### src/ipf_pkg.sv
`default_nettype none
// ----------------------------------------------------------------------------
// ipf_pkg
// Shared types and constants of the IPv6 prefix packet filter.
// ----------------------------------------------------------------------------
package ipf_pkg;

    localparam int FULL_LEN   = 128;
    localparam int HALF_LEN   = 64;
    localparam logic [7:0] MCAST_BYTE = 8'hff;

    localparam logic [1:0] CMD_CLASSIFY    = 2'd0;
    localparam logic [1:0] CMD_WRITE_PROT  = 2'd1;
    localparam logic [1:0] CMD_WRITE_ALLOW = 2'd2;

    localparam logic [2:0] RSN_NOT_IP6 = 3'd0;
    localparam logic [2:0] RSN_LOCAL   = 3'd1;
    localparam logic [2:0] RSN_PROT_IF = 3'd2;
    localparam logic [2:0] RSN_SPOOF   = 3'd3;
    localparam logic [2:0] RSN_MCAST   = 3'd4;
    localparam logic [2:0] RSN_ALLOWED = 3'd5;
    localparam logic [2:0] RSN_DEFAULT = 3'd6;
    localparam logic [2:0] RSN_WRITE   = 3'd7;

    typedef struct packed {
        logic [1:0]  command;
        logic        is_ipv6;
        logic        header_complete;
        logic [15:0] ingress_if;
        logic [63:0] src_hi;
        logic [63:0] src_lo;
        logic [63:0] dst_hi;
        logic [63:0] dst_lo;
        logic [5:0]  entry_slot;
        logic [7:0]  entry_len;
        logic        entry_valid;
    } item_t;

    typedef struct packed {
        logic        verdict;
        logic [2:0]  decision_reason;
        logic [63:0] passed_total;
        logic [63:0] dropped_total;
    } result_t;

    typedef struct packed {
        logic [1:0]  command;
        logic        early;
        logic [2:0]  reason;
        logic [63:0] src_hi;
        logic [63:0] src_lo;
        logic [63:0] dst_hi;
        logic [63:0] dst_lo;
        logic [5:0]  slot;
        logic [7:0]  len;
        logic        entry_valid;
    } job_t;

endpackage
`default_nettype wire

### src/ipf_front.sv
`default_nettype none
// ----------------------------------------------------------------------------
// ipf_front
// Accept beats, hold the interface register and resolve the early rules.
// ----------------------------------------------------------------------------
module ipf_front
(
    input  wire logic           clk,
    input  wire logic           rst_n,
    input  wire logic           start,
    input  wire ipf_pkg::item_t item,
    input  wire logic           cfg_we,
    input  wire logic [15:0]    cfg_data,
    input  wire logic           q_full,
    output logic                busy,
    output logic                push,
    output ipf_pkg::job_t       job
);

    logic [15:0] prot_if_reg;

    always_ff @(posedge clk or negedge rst_n)
    begin
        if (!rst_n)
        begin
            prot_if_reg <= '0;
        end
        else if (cfg_we)
        begin
            prot_if_reg <= cfg_data;
        end
    end

    assign busy = q_full;
    assign push = start && !q_full;

    always_comb
    begin
        job.command     = item.command;
        job.src_hi      = item.src_hi;
        job.src_lo      = item.src_lo;
        job.dst_hi      = item.dst_hi;
        job.dst_lo      = item.dst_lo;
        job.slot        = item.entry_slot;
        job.len         = (item.entry_len > 8'(ipf_pkg::FULL_LEN)) ?
                          8'(ipf_pkg::FULL_LEN) : item.entry_len;
        job.entry_valid = item.entry_valid;
        job.early       = 1'b1;
        job.reason      = ipf_pkg::RSN_NOT_IP6;
        if (!item.is_ipv6 || !item.header_complete)
        begin
            job.reason = ipf_pkg::RSN_NOT_IP6;
        end
        else if (item.ingress_if == '0)
        begin
            job.reason = ipf_pkg::RSN_LOCAL;
        end
        else if (prot_if_reg != '0 && item.ingress_if == prot_if_reg)
        begin
            job.reason = ipf_pkg::RSN_PROT_IF;
        end
        else
        begin
            job.early = 1'b0;
        end
    end

endmodule
`default_nettype wire

### config.mk
export PLATFORM = sky130hd
export DESIGN_NAME = ipf_front
export DESIGN_NICKNAME = d
export VERILOG_FILES = /design/src/ipf_pkg.sv /design/src/ipf_front.sv
export SDC_FILE = /design/constraint.sdc
export NUM_CORES = 1
export LEC_CHECK = 0
export ABC_AREA = 0
export BUFFER_PORTS_ARGS = -buffer_cell sky130_fd_sc_hd__buf_2
export CORE_AREA = 2 2 231 233
export DETAILED_ROUTE_END_ITERATION = 7
export DIE_AREA = 0 0 233 235
export PLACE_DENSITY_LB_ADDON = 0.3
export SYNTH_ARGS = -nofsm -noshare
export SYNTH_HDL_FRONTEND = slang
export SYNTH_SLANG_ARGS = --single-unit
export TNS_END_PERCENT = 5
### constraint.sdc
create_clock -name clk -period 3.4 [get_ports clk]
set_clock_uncertainty 0.05 [all_clocks]
set_input_delay 0.17 -clock clk [delete_from_list [all_inputs] [get_ports clk]]
set_output_delay 0.17 -clock clk [all_outputs]
set_load 0.01 [all_outputs]
==> results_dict.tcl <==
set metrics [dict create \
    min_from "cfg_data[4]" \
    critPathLaunchType "register" \
    crit_required_ns 3.18 \
    cts-buffers-inserted 3 \
    min_period_ns 1.94 \
    clock_sinks 16 \
    crit_path_start "prot_if_reg[10]$_DFFE_PN0P_" \
    synth_area_per_cell_sq_um 8.49 \
    path_buf_inv 1 \
    hpwl_microns 14100 \
    synth-main-ff-cell "dfrtp_1" \
    dieArea_sq_mm 0.0548 \
    fin_util_pct 4.15 \
    worstPathArrival_ns 1.72 \
    synth_warnings 0 \
    slowest_delay_ns 0.40 \
    routed_via_density 1.62 \
    cts_max_level 1 \
    grt_max_degree 17 \
    start_util_pct 5.64 \
    track_usage_pct 5.22 \
    path_delay_family "simple AND/OR/NAND/NOR gates" \
    syn_to_final_growth_pct -26.4 \
    syn_nets 659 \
    synth_edf_count 0 \
    insertion_delay_ns 0.24 \
    drc 0 \
    via_count 1340 \
    status "finished clean" \
    tns_ns 0 \
    async_flop_share_pct 100 \
    wl_microns 15500 \
    grt_pass1_vias 1601 \
    hold_ws_ns 0.0900 \
    rows 84 \
    syn_inst 347 \
    clock_path_buffers 2 \
    cp-end-kind "output pin" \
    synth_top_cell_area_share_pct 68.1 \
    clk_pin_slew_ns 0.05 \
    coreArea_sq_mm 0.0522 \
    rsz0062_at_grt "no" \
    max-vdd-ir-drop_v 0.000154 \
    cts_resized 0 \
    crit_chain "xor2_1, nor4_2, nand2_1, nor4b_2, buf_2" \
    yosysMostFrequentCell "buf_4" \
    die_y_microns 235 \
    clockRootBuffer "clkbuf_16" \
    synth.distinct_cells 17 \
    final_cell_count_no_fill 828 \
    cts_tree "yes" \
    drt-pass1-iter-count 4 \
    layout-drive-gt1-share_pct 54.3 \
    mappedNetlistArea_sq_mm 0.00295 \
    numPortBuffers 59 \
    timing.rr.start "prot_if_reg[15]$_DFFE_PN0P_" \
    place_inst 824 \
    drt_iter0_markers 37 \
    largest_register_ffs 16 \
    grt_overflow 0 \
    fin_nets 454 \
    cellPowerDensity_mw_per_mm2 262 \
    ios 591 \
    drv_cap 0 \
    setup_violations 0 \
    cp_max_fo 3 \
    avgRoutedWirePerCell_microns 18.7 \
    yosys_register_bits 16 \
    synth_common_cells "buf_4 (267), dfrtp_1 (16), xor2_1 (16)" \
    yosysSeqAreaShare_pct 13.6 \
    n_antenna_cell 0 \
    yosysTopAreaCell "buf_4" \
    fmax_mhz 515 \
    place_congestion 0.693 \
    critPathKind "register to output pin" \
    die_width_microns 233 \
    grt_first_pass_wirelength_microns 18000 \
    grt_antenna_before_repair 0 \
    finalHoldViolCount 0 \
    antenna_left 0 \
    hold_path_class "primary input to register" \
    slowest_stage "dfrtp_1" \
    yosys-top-cells-area "buf_4 (68%), dfrtp_1 (14%), xor2_1 (4.8%)" \
    min_period_over_period_pct 57.1 \
    power_leakage_nw 0.638 \
    maxSlewViolCount 0 \
]
[power breakdown]
| part | internal [mW] | leakage, nW | switching [mW] |
|---|---|---|---|
| Sequential | 0.210 | 0.187 | 0.0195 |
| Combinational | 0.0570 | 0.414 | 0.0572 |
| Clock | 0.154 | 0.0370 | 0.0703 |
| Total | 0.421 | 0.638 | 0.147 |
[placed cells by master, fill, tap and decap left out, types with 2 or more instances in the layout]
| master | netlist | final |
|---|---|---|
| clkbuf_16 | 0 | 3 |
| xor2_1 | 16 | 16 |
| nand2_1 | 2 | 2 |
| nor4_1 | 8 | 8 |
| mux2_1 | 7 | 7 |
| mux2_2 | 9 | 9 |
| nor2b_1 | 8 | 8 |
| buf_2 | 2 | 59 |
| nor4_2 | 4 | 4 |
| nand4_1 | 2 | 2 |
| dfrtp_1 | 16 | 16 |
[layout make-up]
class | count | area [sq um]
sequential | 16 | 400
timing repair buffer | 60 | 305
clock buffer | 3 | 75.1
fill | 6189 | 50100
multi-input combinational | 61 | 527
tap | 688 | 861
[per-layer routing]
layer  vias up  wire length, microns  GRT usage, %
li1        406                     -             -
met1       541                  3300          3.29
met2       279                  6490          7.59
met3       114                  3980          5.64
met4         0                  1750          5.60
met5         -                     0         0.268
[what timing repair did]
item	CTS	global route
buffers inserted	0	0
hold buffers	1	0
hold endpoints to repair	16	0
[kinds of logic (layout without fill, tap and decap cells)]
group	after synthesis	in the layout	synth area share [%]
XOR/XNOR	16	16	4.76
multiplexers	16	16	6.12
flip-flops	16	16	13.6
AO/OA/AOI/OAI	1	1	0.297
buffers and inverters	270	63	68.5
AND/OR/NAND/NOR	27	27	6.58
other	1	1	0.127
[through the flow]
step	instance area [sq um]	total power, mW	setup WS [ns]
finish	2170	0.568	1.46
global route	2170	0.605	1.37
CTS	2170	0.582	1.42
detailed placement	2080	0.350	1.69
global placement	2080	0.350	1.70
floorplan	2950	0.608	1.96
[worst paths after layout]
| check | to | slack (ns) | cells past startpoint |
|---|---|---|---|
| max in group asynchronous | prot_if_reg[6]$_DFFE_PN0P_ | 2.70 | 2 |
| max reg2reg | prot_if_reg[15]$_DFFE_PN0P_ | 2.52 | 1 |
| min in group asynchronous | prot_if_reg[8]$_DFFE_PN0P_ | 0.33 | 2 |
| min reg2reg | prot_if_reg[4]$_DFFE_PN0P_ | 0.49 | 1 |
| min | prot_if_reg[4]$_DFFE_PN0P_ | 0.09 | 2 |
| max | job[272] | 1.46 | 5 |
Note: power is estimated with default switching activity, not from simulation.
