===== config.mk =====
export PLATFORM = sky130hd
export DESIGN_NAME = ipf_queue
export DESIGN_NICKNAME = d
export VERILOG_FILES = /design/src/ipf_pkg.sv /design/src/ipf_queue.sv
export SDC_FILE = /design/constraint.sdc
export NUM_CORES = 1
export LEC_CHECK = 0
export BUFFER_PORTS_ARGS = -buffer_cell sky130_fd_sc_hd__buf_2
export CAP_MARGIN = 20
export CORE_MARGIN = 10
export CORE_UTILIZATION = 45
export DETAILED_ROUTE_END_ITERATION = 8
export PLACE_DENSITY = 0.76
export SYNTH_ARGS = -nofsm -noshare
export SYNTH_HDL_FRONTEND = slang
export SYNTH_SLANG_ARGS = --single-unit
export TNS_END_PERCENT = 10

===== constraint.sdc =====
create_clock -name clk -period 17.9 [get_ports clk]
set_input_delay 3.58 -clock clk [delete_from_list [all_inputs] [get_ports clk]]
set_output_delay 3.58 -clock clk [all_outputs]
set_load 0.02 [all_outputs]

===== src/ipf_pkg.sv =====
`default_nettype none
// ----------------------------------------------------------------------------
// ipf_pkg
// Shared types and constants of the IPv6 prefix packet filter.
// ----------------------------------------------------------------------------
package ipf_pkg;

    localparam int FULL_LEN   = 128;
    localparam int HALF_LEN   = 64;
    localparam logic [7:0] MCAST_BYTE = 8'hff;

    localparam logic [1:0] CMD_CLASSIFY    = 2'd0;
    localparam logic [1:0] CMD_WRITE_PROT  = 2'd1;
    localparam logic [1:0] CMD_WRITE_ALLOW = 2'd2;

    localparam logic [2:0] RSN_NOT_IP6 = 3'd0;
    localparam logic [2:0] RSN_LOCAL   = 3'd1;
    localparam logic [2:0] RSN_PROT_IF = 3'd2;
    localparam logic [2:0] RSN_SPOOF   = 3'd3;
    localparam logic [2:0] RSN_MCAST   = 3'd4;
    localparam logic [2:0] RSN_ALLOWED = 3'd5;
    localparam logic [2:0] RSN_DEFAULT = 3'd6;
    localparam logic [2:0] RSN_WRITE   = 3'd7;

    typedef struct packed {
        logic [1:0]  command;
        logic        is_ipv6;
        logic        header_complete;
        logic [15:0] ingress_if;
        logic [63:0] src_hi;
        logic [63:0] src_lo;
        logic [63:0] dst_hi;
        logic [63:0] dst_lo;
        logic [5:0]  entry_slot;
        logic [7:0]  entry_len;
        logic        entry_valid;
    } item_t;

    typedef struct packed {
        logic        verdict;
        logic [2:0]  decision_reason;
        logic [63:0] passed_total;
        logic [63:0] dropped_total;
    } result_t;

    typedef struct packed {
        logic [1:0]  command;
        logic        early;
        logic [2:0]  reason;
        logic [63:0] src_hi;
        logic [63:0] src_lo;
        logic [63:0] dst_hi;
        logic [63:0] dst_lo;
        logic [5:0]  slot;
        logic [7:0]  len;
        logic        entry_valid;
    } job_t;

endpackage
`default_nettype wire


===== src/ipf_queue.sv =====
`default_nettype none
// ----------------------------------------------------------------------------
// ipf_queue
// Two-entry job queue between the front and the back.
// ----------------------------------------------------------------------------
module ipf_queue
(
    input  wire logic          clk,
    input  wire logic          rst_n,
    input  wire logic          push,
    input  wire ipf_pkg::job_t push_job,
    input  wire logic          pop,
    output logic               full,
    output logic               empty,
    output ipf_pkg::job_t      head
);

    ipf_pkg::job_t slot_reg [2];
    logic          wptr_reg;
    logic          rptr_reg;
    logic [1:0]    count_reg;

    assign full  = (count_reg == 2'd2);
    assign empty = (count_reg == 2'd0);
    assign head  = slot_reg[rptr_reg];

    always_ff @(posedge clk)
    begin
        if (push)
        begin
            slot_reg[wptr_reg] <= push_job;
        end
    end

    always_ff @(posedge clk or negedge rst_n)
    begin
        if (!rst_n)
        begin
            wptr_reg  <= 1'b0;
            rptr_reg  <= 1'b0;
            count_reg <= 2'd0;
        end
        else
        begin
            if (push)
            begin
                wptr_reg <= !wptr_reg;
            end
            if (pop)
            begin
                rptr_reg <= !rptr_reg;
            end
            count_reg <= count_reg + 2'(push) - 2'(pop);
        end
    end

endmodule
`default_nettype wire


==> summary.md, run 1 <==
| Metric | Value |
|---|---|
| Fmax | 0.1345 GHz |
| Adder-cell share of the synthesized area | 0.1190% |
| Port Buf Inserts | 559 |
| Placer Congestion | 0.8162 |
| Mapped Cells | 877 |
| Kind of critical path | flop to primary output |
| CP Capture Type | primary output |
| Layout cells sized above 1 | 61.14% |
| Avg Inst Size Synth | 23.97 µm² |
| Synth Flop Type | edfxtp_1 |
| Post_cts resized | 0 |
| CTS clk-pin slew, worst paths | 0.06 ns |
| RSZ-0062 raised after global routing | false |
| Worst setup endpoint | head[83] |
| Simple-Gate Fraction of Synth Area | 0.1071% |
| DRC | 0 |
| Synth area leader | edfxtp_1 |
| Rel. slew slack | 26.98% |
| Reg2Reg Launch Point | wptr_reg |
| P_leak | 10.34 nW |
| CP Launch Point | rptr_reg |
| Post-DP HPWL | 36.62 mm |
| Antenna Nets Post-Route | 0 |
| Crit Path Max Fanout | 60 |
| Largest family of logic cells by synthesized area | multiplexers |
| Total CTS buffers | 54 |
| # setup viols final | 0 |
| TritonCTS clock tree | built |
| Drt total wl | 50.32 mm |
| Post-Syn Area | 0.02102 mm² |
| Pwr/cell area | 169.0 mW/mm² |
| Maximum VDD drop | 0.1134 mV |
| Die width | 236.1 µm |
| Vias | 10,560 |
| Critical path arrival | 3.86 ns |
| Reg2Reg Setup Slack | 14.32 ns |
| Worst-skew pair later-pin latency | 0.59 ns |
| CTS Hold Buffers Added | 0 |
| CTS root buffer | clkbuf_16 |
| Post-CTS setup buffers | 0 |
| GRT Residual Overflow | 0 |
| I/O pins | 560 |
| Starting DRT DRC Count | 702 |
| Largest net degree at the start of global routing | 120 |
| Synth top area share | 79.13% |
| Critical Path RT | 14.32 ns |
| H-tree depth | 2 |
| Reg2reg end | slot_reg[1][49] |
| Router iterations before antenna repair | 4 |
| Nets | 1,754 |
| Clock buffer depth | 3 |
| Multiplexer share of the synthesized area | 18.43% |
| Fin crit period | 7.437 ns |
| Total power | 0.004407 W |
| Area Overhead vs Synth | 24.04% |
| Max_cap viols | 0 |
| Hold Path Depth | 1 |
| Setup TNS | 0 ns |
| Post-synthesis sequential area ratio | 79.60% |
| CP Launch Type | flop |
| Vias in the first global route | 11,500 |
| Worst-Margin Slew | 1.095 ns |
| Setup Skew | 0.01674 ns |
| Die area | 0.05576 mm² |
| CTS sink cnt | 558 |
| Yosys warning total | 0 |
| Core Area | 0.04636 mm² |
| Vias per cell | 4.959 |
| Starting Density | 45.35% |
| XOR/XNOR Fraction of Synth Area | 0.1964% |
| Most frequent cells after synthesis | 554 x edfxtp_1, 201 x mux2_4, 76 x mux2_2 |
| Top post-synthesis cells by area | edfxtp_1 79%, mux2_4 14%, mux2_2 4.1% |
| Antenna violations before repair | 22 |
| EDFF count, synth | 554 |
| Max reg flops | 554 |
| Worst Hold Class | flop to flop |
| Synth Area in Compound Gates | 0% |
| Die height | 236.1 µm |
| Post-DR wirelength/cell | 23.62 µm |
| Syn_nets | 1,160 |
| Synth Register Bits | 558 |
| Total GRT Usage | 17.22% |
| Global-route wire length before repair | 72.69 mm |
| Final Hold Vio Count | 0 |
| Status | complete, no violations |
| FFs w/ async S/R, synth | 0.7168% |
| Unique cell type count in the Yosys netlist | 13 |
| Period Utilization, post-route | 41.55% |
| Cell with the most instances after synthesis | edfxtp_1 |
| Row count | 79 |
| R2r worst-path depth | 3 |
| Final Slew Violations | 0 |
-- routing by layer --
layer  part of all wire [%]  wire length (µm)  track usage, %  vias up
met1                     36             17960           18.57     5206
met4                    3.2              1635           7.528       22
met5                   0.24               122               0        -
li1                       -                 -               -     4715
met2                     51             25440           29.23      504
met3                     10              5163           7.183      115
-- cell families after synthesis --
| family | after synthesis |
|---|---|
| buffers and inverters | 33 |
| DFF | 558 |
| and+or+nand+nor | 4 |
| adders and majority gates | 2 |
| muxes | 277 |
| xor gates and xnor gates | 3 |
-- cells in the final DEF, fill, tap and decap left out --
master and instances:
mux2_2 76, clkbuf_1 9, inv_8 1, ha_1 2
buf_4 9, nor2_1 1, clkbuf_16 55, buf_2 559
nor2b_1 1, diode_2 10, nor2b_4 1, dfrtp_1 3
and2_4 1, bufinv_16 4, clkinvlp_4 4, xor3_1 1
edfxtp_1 554, clkinv_1 13, mux2_4 201, inv_6 2
xor2_1 2, clkinv_2 10, buf_12 1, dfrtp_4 1
inv_1 2
-- per-stage QoR --
| step | hold slack [ns] | setup slack, ns | cells | instance area, µm² | utilization (%) |
|---|---|---|---|---|---|
| 3_3_place_gp | 0.5274 | 11.04 | 2022 | 24360 | 52.56 |
| 5_1_grt | 0.6102 | 10.28 | 2129 | 26080 | 56.25 |
| 6_report | 0.5792 | 10.46 | 2130 | 26080 | 56.25 |
| 4_1_cts | 0.5809 | 10.40 | 2120 | 26050 | 56.20 |
| 2_1_floorplan | 0.4555 | 1.454 | 877 | 21020 | - |
| 3_5_place_dp | 0.5699 | 11.03 | 2022 | 24360 | 52.56 |
-- area by class of cell --
type / instances / area, µm²
well taps: 607 / 759.5
fillers: 3493 / 20280
multi-input cells: 286 / 3973
repair buffers: 569 / 2885
clock inverters: 34 / 277.8
diodes: 10 / 25.02
clock buffers: 64 / 1410
flip-flops and latches: 558 / 16740
inverters: 2 / 7.507
-- critical path, cell delays in order (launching register included) --
cell and delay [ns]:
dfrtp_4 0.86, buf_4 0.82, buf_4 0.90, mux2_4 0.36, buf_2 0.16
-- where the power goes --
| group | total [W] | leakage (nW) | switching, W | internal (W) |
|---|---|---|---|---|
| logic | 0.00150 | 4.27 | 0.000869 | 0.000633 |
| clock network | 0.00108 | 0.820 | 0.000459 | 0.000619 |
| registers | 0.00183 | 5.25 | 0.0000888 | 0.00174 |
-- how the worst min path moves through the flow --
stage / start / end / slack, ns
global route: wptr_reg / wptr_reg / 0.61
finish: wptr_reg / wptr_reg / 0.58
detailed placement: wptr_reg / wptr_reg / 0.57
global placement: wptr_reg / wptr_reg / 0.53
CTS: wptr_reg / wptr_reg / 0.58
floorplan: wptr_reg / wptr_reg / 0.46
Power figures use the tool's default switching activity.
==> inputs of run 2 (changes only) <==
--- a/config.mk
+++ b/config.mk
@@ -10,7 +10,7 @@
 export CORE_MARGIN = 10
 export CORE_UTILIZATION = 45
 export DETAILED_ROUTE_END_ITERATION = 8
-export PLACE_DENSITY = 0.76
+export PLACE_DENSITY = 0.79
 export SYNTH_ARGS = -nofsm -noshare
 export SYNTH_HDL_FRONTEND = slang
 export SYNTH_SLANG_ARGS = --single-unit
==> constraint.sdc (replaced) <==
create_clock -name clk -period 6.6 [get_ports clk]
set_input_delay 1.32 -clock clk [delete_from_list [all_inputs] [get_ports clk]]
set_output_delay 1.32 -clock clk [all_outputs]
set_load 0.02 [all_outputs]
==> run 2 against run 1 <==
  * Power rose to 2.7 times the previous value
  * First-iteration DRC count shrank 16%
  * Non-clock buffer count unchanged
  * Clock power rose to 2.8 times the previous value
  * Sequential power grew to 2.7 times the previous value
  * Via count is 1.0% lower
  * Worst hold slack worse by 0.049 ns
  * Register-to-register slack lost 9.7 ns
  * Wire length decreased by 4.2%
  * Setup slack lost 8.0 ns
  * Final cell count hardly changed
  * Largest power group unchanged
  * Highest routed layer unchanged
==> summary.md, run 2 (synthesis results as in run 1) <==
| Metric | Value |
|---|---|
| Post-DP HPWL | 34.45 mm |
| Vias | 10,450 |
| Area Overhead vs Synth | 24.77% |
| CTS clk-pin slew, worst paths | 0.06 ns |
| Clock buffer depth | 3 |
| Pwr/cell area | 459.4 mW/mm² |
| Die area | 0.05576 mm² |
| Layout cells sized above 1 | 61.65% |
| Pre-CTS setup slack | 2.896 ns |
| Psw | 0.003851 W |
| CP Launch Point | rptr_reg |
| CP Launch Type | flop |
| Post_cts resized | 0 |
| Area of the multi-input gates | 0.003973 mm² |
| Router iterations before antenna repair | 5 |
| Max reg flops | 554 |
| RSZ-0062 raised after global routing | false |
| Critical Path RT | 5.28 ns |
| Final Hold Vio Count | 0 |
| Drt total wl | 48.22 mm |
| DRC | 0 |
| TritonCTS clock tree | built |
| Core Area | 0.04636 mm² |
| Placer Congestion | 0.7932 |
| Nets | 1,756 |
| Layout Cells excl Fill | 2,129 |
| Vias in the first global route | 11,200 |
| Int Power | 0.008199 W |
| Post-placement cell count | 2,021 |
| Clock power frac | 25.2% |
| CTS sink cnt | 558 |
| Reg area | 0.01674 mm² |
| Final Slew Violations | 0 |
| Sequential share of power | 40.8% |
| Port Buf Inserts | 559 |
| DP Area | 0.02442 mm² |
| Row count | 79 |
| Reg2Reg Launch Point | wptr_reg |
| Switching Fraction | 31.96% |
| Critical path arrival | 2.82 ns |
| Fmax | 0.2413 GHz |
| Largest net degree at the start of global routing | 142 |
| CTS Hold Buffers Added | 0 |
| Final Cell Area | 0.02623 mm² |
| Fin crit period | 4.144 ns |
| Starting DRT DRC Count | 587 |
| Starting Density | 45.35% |
| Maximum VDD drop | 0.4085 mV |
| H-tree depth | 2 |
| Post-route setup slack | 2.456 ns |
| Status | complete, no violations |
| Die width | 236.1 µm |
| Commonest non-fill, non-tap cells in the layout | 559 x buf_2, 554 x edfxtp_1, 201 x mux2_4, 76 x mux2_2, 57 x clkbuf_16 |
| CTS root buffer | clkbuf_16 |
| Commonest non-fill, non-tap cell in the layout | buf_2 |
| Antenna Nets Post-Route | 0 |
| CP Capture Type | primary output |
| Antenna violations before repair | 17 |
| Post-DR wirelength/cell | 22.65 µm |
| I/O pins | 560 |
| Max_cap viols | 0 |
| Worst-Margin Slew | 0.9060 ns |
| # setup viols final | 0 |
| Period Utilization, post-route | 62.78% |
| Total GRT Usage | 16.63% |
| Setup Skew | 0.01085 ns |
| Vias per cell | 4.910 |
| Total CTS buffers | 56 |
| Rel. slew slack | 39.60% |
| Worst-skew pair later-pin latency | 0.58 ns |
| Combinational Power Share | 34.0% |
| Die height | 236.1 µm |
| P_leak | 10.42 nW |
| # fillers | 3,453 |
| Crit Path Max Fanout | 89 |
| Post-CTS setup buffers | 0 |
| Total power | 0.01205 W |
| Kind of critical path | flop to primary output |
| Global-route wire length before repair | 70.68 mm |
| GRT Residual Overflow | 0 |
| Worst Hold Class | primary input to async pin |
run 2: changes by cell type in the layout (fill, tap and decap cells not counted):
cell,change
clkinv_2,+8
buf_4,-6
buf_12,+5
clkinv_1,-4
clkbuf_1,-3
diode_2,-3
clkbuf_16,+2
clkinvlp_4,-2
buf_16,+1
bufinv_16,+1
clkinv_4,+1
inv_6,-1
run 2: area by class of cell:
type                            instances  share of cell area (%)
Inverter                                2                 0.02862
Antenna cell                            7                 0.06678
Sequential cell                       558                   63.82
Tap cell                              607                   2.895
Clock buffer                           63                   5.523
Clock inverter                         37                   1.212
Multi-Input combinational cell        286                   15.14
Timing Repair Buffer                  569                   11.31
run 2: path summary, 6_finish.rpt:
check                           cells past startpoint                to  slack [ns]
max in group asynchronous                           1          rptr_reg        5.93
worst max register to register                      2  slot_reg[0][138]        4.66
worst min register to register                      1          wptr_reg        0.56
min in group clk                                    1          wptr_reg        0.56
worst min-delay path                                1      count_reg[1]        0.53
worst max-delay path                                4         head[157]        2.46
run 2: layer usage:
layer	share of wire (%)	global-route usage (%)	routed length, µm	vias up
met5	0.20	0	96	-
met4	2.7	5.269	1300	14
met3	10	7.287	4877	101
met2	51	28.75	24520	447
met1	36	18.04	17430	5174
li1	-	-	-	4718
run 2: power by group through the flow:
stage                     Combinational [W]  Sequential [W]  Clock (W)
after floorplan                     0.00304         0.00504          0
after global placement              0.00404         0.00500          0
after detailed placement            0.00408         0.00505          0
after CTS                           0.00410         0.00498    0.00312
after global routing                0.00432         0.00498    0.00327
final                               0.00409         0.00492    0.00303
run 2: stage by stage:
| step | hold WS (ns) | util [%] | setup TNS, ns |
|---|---|---|---|
| global route | 0.5046 | 56.57 | 0 |
| global placement | 0.5290 | 52.68 | 0 |
| finish | 0.5303 | 56.58 | 0 |
| detailed placement | 0.5437 | 52.68 | 0 |
| CTS | 0.4955 | 56.49 | 0 |
| floorplan | 0.5083 | - | -444.63 |
run 2: worst max-delay path: stages, from the launching register on:
cell     delay, ns
dfrtp_4       0.74
buf_16        0.32
buf_12        0.53
mux2_4        0.36
buf_2         0.17
